File: config.mk
export PLATFORM = sky130hd
export DESIGN_NAME = interval_timer_with_delay
export DESIGN_NICKNAME = d
export VERILOG_FILES = /design/src/hw/rtl/itwd_pkg.sv /design/src/hw/rtl/itwd_alu.sv /design/src/hw/rtl/interval_timer_with_delay.sv
export SDC_FILE = /design/constraint.sdc
export NUM_CORES = 1
export LEC_CHECK = 0
export BUFFER_PORTS_ARGS = -buffer_cell sky130_fd_sc_hd__buf_2
export CAP_MARGIN = 20
export CELL_PAD_IN_SITES_DETAIL_PLACEMENT = 2
export CELL_PAD_IN_SITES_GLOBAL_PLACEMENT = 2
export CORE_MARGIN = 4
export CORE_UTILIZATION = 35
export CTS_BUF_LIST = sky130_fd_sc_hd__clkbuf_16
export CTS_CLUSTER_DIAMETER = 60
export DETAILED_ROUTE_END_ITERATION = 10
export PLACE_DENSITY = 0.87
export REMOVE_ABC_BUFFERS = 1
export SLEW_MARGIN = 10
export SYNTH_ARGS = -nofsm -noshare
export SYNTH_HDL_FRONTEND = slang
export SYNTH_SLANG_ARGS = --single-unit
File: constraint.sdc
create_clock -name clk -period 4.9 [get_ports clk]
set_input_delay 0.49 -clock clk [delete_from_list [all_inputs] [get_ports clk]]
set_output_delay 0.49 -clock clk [all_outputs]
set_load 0.005 [all_outputs]
File: src/hw/rtl/itwd_pkg.sv
// Shared types, constants and helpers for the interval timer.
`default_nettype none
package itwd_pkg;

  localparam int unsigned MAX_FIRES = 255;
  localparam int unsigned US_PER_MS = 1000;

  localparam int unsigned ELAPSED_W = 28;
  localparam int unsigned TIME_W    = 27;
  localparam int unsigned FIRE_W    = 8;

  localparam logic [ELAPSED_W-1:0] ELAPSED_MAX   = {ELAPSED_W{1'b1}};
  localparam logic [TIME_W-1:0]    PERIOD_RESET  = TIME_W'(10_000_000);
  localparam logic [FIRE_W-1:0]    FIRES_LIMIT   = FIRE_W'(MAX_FIRES);

  typedef logic [2:0] req_t;
  localparam req_t REQ_TICK  = 3'd0;
  localparam req_t REQ_START = 3'd1;
  localparam req_t REQ_EXCL  = 3'd2;
  localparam req_t REQ_STOP  = 3'd3;
  localparam req_t REQ_LOCK  = 3'd4;

  typedef enum logic {
    ALU_ADD,
    ALU_SUB
  } alu_op_t;

  typedef struct packed {
    alu_op_t              op;
    logic [ELAPSED_W-1:0] a;
    logic [ELAPSED_W-1:0] b;
  } alu_req_t;

  typedef struct packed {
    logic [ELAPSED_W-1:0] sum;
    logic                 carry;  // for subtract: 1 means a >= b
  } alu_rsp_t;

  typedef enum logic [3:0] {
    ST_IDLE,
    ST_DECODE,
    ST_MULP,
    ST_MULD,
    ST_SUM,
    ST_ADD,
    ST_DLIM,
    ST_CHK,
    ST_FIRE,
    ST_LIM,
    ST_OUT
  } state_t;

  // milliseconds to microseconds
  function automatic logic [TIME_W-1:0] ms_to_us(input logic [15:0] ms);
    logic [TIME_W-1:0] prod;
    prod = TIME_W'(ms) * TIME_W'(US_PER_MS);
    return prod;
  endfunction

endpackage
`default_nettype wire

File: src/hw/rtl/itwd_alu.sv
// Shared 28-bit add/subtract unit used by the timer sequencer.
`default_nettype none
module itwd_alu import itwd_pkg::*; (
  input  alu_req_t req,
  output alu_rsp_t rsp
);

  logic [ELAPSED_W-1:0] b_op;
  logic [ELAPSED_W:0]   total;

  always_comb begin
    b_op  = (req.op == ALU_SUB) ? ~req.b : req.b;
    total = {1'b0, req.a} + {1'b0, b_op} + (ELAPSED_W+1)'(req.op == ALU_SUB);
    rsp.sum   = total[ELAPSED_W-1:0];
    rsp.carry = total[ELAPSED_W];
  end

endmodule
`default_nettype wire

File: src/hw/rtl/interval_timer_with_delay.sv
// Interval timer with post-expiry delay: sequencer around one add/subtract unit.
// Sequence: stop, lock, unknown commands and ticks to an idle timer go from decode
// straight to the result; an accepted start converts period and delay and registers
// their sum as the limit; other ticks add dt, then check the limit in a delay phase
// or else run the expiry loop. Each expiry runs compare and subtract, plus a limit
// check when a delay is set. One transaction at a time: in_ready is high only while
// idle, which is re-entered once the result has been taken.
// Reset (synchronous, rst_n low): elapsed 0, period 10 s, delay 0, inactive,
// periodic, unlocked, no delay phase; no result pending.
`default_nettype none
module interval_timer_with_delay import itwd_pkg::*; (
  input  wire logic        clk,
  input  wire logic        rst_n,
  input  wire logic        in_valid,
  output logic             in_ready,
  input  wire logic [2:0]  in_req_type,
  input  wire logic [19:0] in_dt_us,
  input  wire logic [15:0] in_period_ms,
  input  wire logic [15:0] in_delay_ms,
  input  wire logic        in_repeat_flag,
  input  wire logic        in_lock_flag,
  output logic             out_valid,
  input  wire logic        out_ready,
  output logic [7:0]       out_fire_count,
  output logic             out_fire_capped,
  output logic             out_timer_active,
  output logic             out_delay_phase,
  output logic             out_start_locked,
  output logic             out_start_taken
);

  state_t state_r, state_nxt;

  logic [ELAPSED_W-1:0] elapsed_r, elapsed_nxt;
  logic [TIME_W-1:0]    period_r, period_nxt;
  logic [TIME_W-1:0]    delay_r, delay_nxt;
  logic [TIME_W-1:0]    limit_r, limit_nxt;
  logic                 active_r, active_nxt;
  logic                 repeat_r, repeat_nxt;
  logic                 lock_r, lock_nxt;
  logic                 delay_bit_r, delay_bit_nxt;
  logic [FIRE_W-1:0]    fires_r, fires_nxt;
  logic                 capped_r, capped_nxt;
  logic                 taken_r, taken_nxt;

  // latched command
  req_t        req_r;
  logic [19:0] dt_r;
  logic [15:0] pms_r;
  logic [15:0] dms_r;
  logic        rep_in_r;
  logic        lock_in_r;

  alu_req_t alu_req;
  alu_rsp_t alu_rsp;

  logic in_fire;

  itwd_alu u_alu (
    .req (alu_req),
    .rsp (alu_rsp)
  );

  assign in_ready = (state_r == ST_IDLE);
  assign in_fire  = in_valid && in_ready;

  assign out_valid        = (state_r == ST_OUT);
  assign out_fire_count   = fires_r;
  assign out_fire_capped  = capped_r;
  assign out_timer_active = active_r;
  assign out_delay_phase  = delay_bit_r;
  assign out_start_locked = lock_r;
  assign out_start_taken  = taken_r;

  always_ff @(posedge clk) begin
    if (!rst_n) begin
      state_r     <= ST_IDLE;
      elapsed_r   <= '0;
      period_r    <= PERIOD_RESET;
      delay_r     <= '0;
      limit_r     <= PERIOD_RESET;
      active_r    <= 1'b0;
      repeat_r    <= 1'b1;
      lock_r      <= 1'b0;
      delay_bit_r <= 1'b0;
      fires_r     <= '0;
      capped_r    <= 1'b0;
      taken_r     <= 1'b0;
    end else begin
      state_r     <= state_nxt;
      elapsed_r   <= elapsed_nxt;
      period_r    <= period_nxt;
      delay_r     <= delay_nxt;
      limit_r     <= limit_nxt;
      active_r    <= active_nxt;
      repeat_r    <= repeat_nxt;
      lock_r      <= lock_nxt;
      delay_bit_r <= delay_bit_nxt;
      fires_r     <= fires_nxt;
      capped_r    <= capped_nxt;
      taken_r     <= taken_nxt;
    end
  end

  always_ff @(posedge clk) begin
    if (in_fire) begin
      req_r     <= in_req_type;
      dt_r      <= in_dt_us;
      pms_r     <= in_period_ms;
      dms_r     <= in_delay_ms;
      rep_in_r  <= in_repeat_flag;
      lock_in_r <= in_lock_flag;
    end
  end

  // operand steering for the shared unit
  always_comb begin
    alu_req.op = ALU_SUB;
    alu_req.a  = elapsed_r;
    alu_req.b  = ELAPSED_W'(period_r);
    case (state_r)
      ST_SUM: begin
        alu_req.op = ALU_ADD;
        alu_req.a  = ELAPSED_W'(period_r);
        alu_req.b  = ELAPSED_W'(delay_r);
      end
      ST_ADD: begin
        alu_req.op = ALU_ADD;
        alu_req.a  = elapsed_r;
        alu_req.b  = ELAPSED_W'(dt_r);
      end
      ST_DLIM: begin
        alu_req.a = ELAPSED_W'(limit_r);
        alu_req.b = elapsed_r;
      end
      ST_CHK: begin
        alu_req.a = ELAPSED_W'(period_r);
        alu_req.b = elapsed_r;
      end
      ST_LIM: begin
        alu_req.a = elapsed_r;
        alu_req.b = ELAPSED_W'(limit_r);
      end
      default: begin
        alu_req.op = ALU_SUB;
      end
    endcase
  end

  always_comb begin
    state_nxt     = state_r;
    elapsed_nxt   = elapsed_r;
    period_nxt    = period_r;
    delay_nxt     = delay_r;
    limit_nxt     = limit_r;
    active_nxt    = active_r;
    repeat_nxt    = repeat_r;
    lock_nxt      = lock_r;
    delay_bit_nxt = delay_bit_r;
    fires_nxt     = fires_r;
    capped_nxt    = capped_r;
    taken_nxt     = taken_r;

    case (state_r)
      ST_IDLE: begin
        if (in_valid) begin
          state_nxt = ST_DECODE;
        end
      end
      ST_DECODE: begin
        fires_nxt  = '0;
        capped_nxt = 1'b0;
        taken_nxt  = 1'b0;
        state_nxt  = ST_OUT;
        case (req_r)
          REQ_TICK: begin
            if (delay_bit_r || active_r) begin
              state_nxt = ST_ADD;
            end
          end
          REQ_START: begin
            if (!active_r && !lock_r) begin
              taken_nxt = 1'b1;
              state_nxt = ST_MULP;
            end
          end
          REQ_EXCL: begin
            if (!active_r && !lock_r && (elapsed_r == '0)) begin
              taken_nxt = 1'b1;
              state_nxt = ST_MULP;
            end
          end
          REQ_STOP: begin
            if (active_r) begin
              active_nxt  = 1'b0;
              elapsed_nxt = '0;
            end
          end
          REQ_LOCK: begin
            lock_nxt = lock_in_r;
          end
          default: begin
            state_nxt = ST_OUT;
          end
        endcase
      end
      ST_MULP: begin
        period_nxt = ms_to_us(pms_r);
        repeat_nxt = rep_in_r;
        lock_nxt   = lock_in_r;
        active_nxt = 1'b1;
        state_nxt  = ST_MULD;
      end
      ST_MULD: begin
        delay_nxt = ms_to_us(dms_r);
        state_nxt = ST_SUM;
      end
      ST_SUM: begin
        // both terms stay below 2^26 - period + delay fits 27 bits
        limit_nxt = alu_rsp.sum[TIME_W-1:0];
        state_nxt = ST_OUT;
      end
      ST_ADD: begin
        elapsed_nxt = alu_rsp.carry ? ELAPSED_MAX : alu_rsp.sum;
        state_nxt   = delay_bit_r ? ST_DLIM : ST_CHK;
      end
      ST_DLIM: begin
        // borrow: elapsed beyond period plus delay, delay phase over
        if (!alu_rsp.carry) begin
          elapsed_nxt   = '0;
          delay_bit_nxt = 1'b0;
        end
        state_nxt = ST_OUT;
      end
      ST_CHK: begin
        state_nxt = ST_OUT;
        if (!alu_rsp.carry) begin
          if (fires_r >= FIRES_LIMIT) begin
            capped_nxt = 1'b1;
          end else begin
            state_nxt = ST_FIRE;
          end
        end
      end
      ST_FIRE: begin
        if (repeat_r) begin
          elapsed_nxt = alu_rsp.sum;
        end else if (delay_r == '0) begin
          elapsed_nxt = '0;
        end
        active_nxt = repeat_r;
        fires_nxt  = fires_r + FIRE_W'(1);
        if (delay_r != '0) begin
          state_nxt = ST_LIM;
        end else begin
          state_nxt = repeat_r ? ST_CHK : ST_OUT;
        end
      end
      ST_LIM: begin
        if (!alu_rsp.carry) begin
          delay_bit_nxt = 1'b1;
          state_nxt     = ST_OUT;
        end else begin
          state_nxt = repeat_r ? ST_CHK : ST_OUT;
        end
      end
      ST_OUT: begin
        if (out_ready) begin
          state_nxt = ST_IDLE;
        end
      end
      default: begin
        state_nxt = ST_IDLE;
      end
    endcase
  end

endmodule
`default_nettype wire

==> run metrics <==
outcome finished with violations; failing checks negative setup slack; initial antenna violation count 0; clk buf depth 2; first-pass GRT wire length 92600 um; total core area 0.0420 mm^2; CP Capture Type register; Worst Setup Start Kind register; Commonest cells post-synth nand2_1 (195), inv_1 (191), ha_1 (134), a21oi_1 (132), dfxtp_1 (119); Worst Setup Slack, final -0.349 ns; largest net degree at the start of global routing 46; Die Area 0.0460 mm^2; synth warn 0; DR iter-0 viols 1022; vias per inst 5.96; Area contributors post-synth dfxtp_1 (16%), fa_1 (15%), edfxtp_1 (11%); DRC 0; Skew-Pair Late Insertion Delay 0.50 ns; Tightest Pin Transition 1.13 ns; TritonCTS Sinks 176; Fin. Hold Viols 0; RSZ-0062 raised after global routing yes; share of layout cells above drive strength 1 15.4%; Setup Skew 0.0174 ns; fin. max-slew vios 0; input/output buffers 75; min-delay src in_delay_ms[13]; main flop type after synthesis dfxtp_1; critical path fanouts, max 5; cts bufs inserted 17; share of flip-flops with an asynchronous set or reset 0%; post-synth top area share 16.0%; Post-DRT Antenna Nets 0; Top-Level Pins 76; reg2reg start pms_r[5]$_DFFE_PP_; Rows 75; worst hold path class input port to register; die height 215 um; Mean Syn Cell Area 8.81 um^2; period utilisation layout 107%; Layout area overhead 15.0%; post-DP HPWL 43600 um; Req. time, crit path 5.27 ns; DRT Pass-1 Iters 7; GRT Total Usage 25.7%; CP arrival 5.62 ns; synthesized area 0.0149 mm^2; Crit Path Class register to register; Nets 2099; diode count 0; CTS H-Tree Depth 4; Slew HR 24.7%; maxcap violations 0; Seq/Total Area, Yosys 27.4%; CP Launch Point pms_r[5]$_DFFE_PP_; Clock transition at path regs 0.08 ns; top-count cell post-synth nand2_1; final wirelength 63600 um; Yosys top cell by area dfxtp_1; Die X 215 um; number of hold buffers added after CTS 0; Peak Freq 191 MHz; gp weighted congestion 0.908; final setup violation count 9; post-synthesis cell type count 83; vias in the first global route 15612; Post-Synthesis Cells 1694; clock root buffer clkbuf_16; Initial Util 35.5%; vias 13990; post-DR wirelength/cell 27.1 um; number of synthesized register bits 176; global route overflow 0; pre-CTS setup slack -0.331 ns; Post-synth EDFFs 57; fin crit period 5.25 ns; CTS tree done
-- logic make-up after synthesis --
family          share of synthesized area, %
flops                                   27.4
buf+inv                                 6.91
compound gates                          19.1
fa+ha+maj                               25.8
xor+xnor                                4.16
mux                                     2.05
simple gates                            14.5
-- cells in the final DEF, fill, tap and decap left out, drive strengths merged, types with 10 or more instances in the layout --
master / count
a211oi: 14
a21o: 34
a21oi: 132
a221oi: 13
a22oi: 35
a31oi: 19
and2: 11
and3: 10
buf: 156
clkbuf: 19
dfxtp: 119
edfxtp: 57
fa: 109
ha: 134
inv: 195
mux2: 13
mux2i: 16
nand2: 196
nand2b: 14
nand3: 54
nand4: 10
nor2: 94
nor3: 20
nor4: 13
o211ai: 17
o21a: 10
o21ai: 105
o22ai: 12
or3: 18
xnor2: 32
xor2: 39
-- worst paths after layout --
path                            slack [ns]  cells past startpoint                         to
worst max-delay path                 -0.35                     17  period_r[21]$_SDFFE_PN0P_
worst min-delay path                  0.17                      1        dms_r[13]$_DFFE_PP_
worst max register to register       -0.35                     17  period_r[21]$_SDFFE_PN0P_
worst min register to register        0.48                      2   delay_r[11]$_SDFFE_PN0N_
-- per-layer routing --
metal / global-route usage [%] / part of all wire, % / vias to the layer above
met5: 0 / 0 / -
met4: 12.8 / 6.6 / 0
met3: 4.02 / 4.4 / 218
met2: 45.3 / 49 / 534
met1: 30.5 / 40 / 7132
li1: - / - / 6106
-- critical path, cell delays in order, from the launching register on --
cell and delay, ns:
edfxtp_1 0.45, inv_4 0.14, fa_1 0.46, fa_1 0.66, fa_1 0.53, fa_1 0.60, inv_1 0.09, ha_2 0.41
nand2_1 0.14, nor3_1 0.36, a31oi_1 0.17, o311ai_2 0.15, a31oi_1 0.16, buf_4 0.16, buf_4 0.13, o21bai_1 0.18
xnor2_1 0.19, o21ai_0 0.12
-- per-stage QoR --
stage / cell area, um^2 / util [%] / instances / hold slack, ns / setup TNS, ns
6_report: 17200 / 40.8 / 2347 / 0.166 / -1.49
5_1_grt: 17200 / 40.8 / 2347 / 0.148 / -2.63
4_1_cts: 16800 / 40.0 / 2327 / 0.134 / 0
3_5_place_dp: 16100 / 38.3 / 2286 / 0.472 / -2.17
3_3_place_gp: 16100 / 38.3 / 2286 / 0.456 / 0
2_1_floorplan: 14600 / - / 1620 / 0.431 / -67.50
-- repair_timing --
item | 4_1_cts | 5_1_grt
resized for setup | 24 | 55
pin swaps | 11 | 33
endpoints found under the setup margin | 17 | 27
buffers inserted | 9 | 20
-- registers in the layout, indices dropped and copies added, names as in the netlist --
signal / count
out_fire_capped: 1
pms_r: 16
state_r: 4
limit_r: 27
out_start_locked: 1
out_fire_count: 8
out_delay_phase: 1
delay_r: 23
req_r: 3
dt_r: 20
period_r: 23
dms_r: 16
repeat_r: 1
out_timer_active: 1
lock_in_r: 1
elapsed_r: 28
out_start_taken: 1
rep_in_r: 1
-- final cells by class --
| class | instances | area, um^2 |
|---|---|---|
| fillers | 4628 | 24900 |
| multi-input cells | 1251 | 10100 |
| flip-flops and latches | 176 | 4100 |
| repair buffers | 156 | 1020 |
| inverters | 193 | 736 |
| well taps | 539 | 674 |
| clock buffers | 19 | 475 |
| clock inverters | 13 | 83.8 |
Power is left out: the tool's default activity adds up to more than one toggle a clock period on the data nets, which glitch-free logic cannot reach.
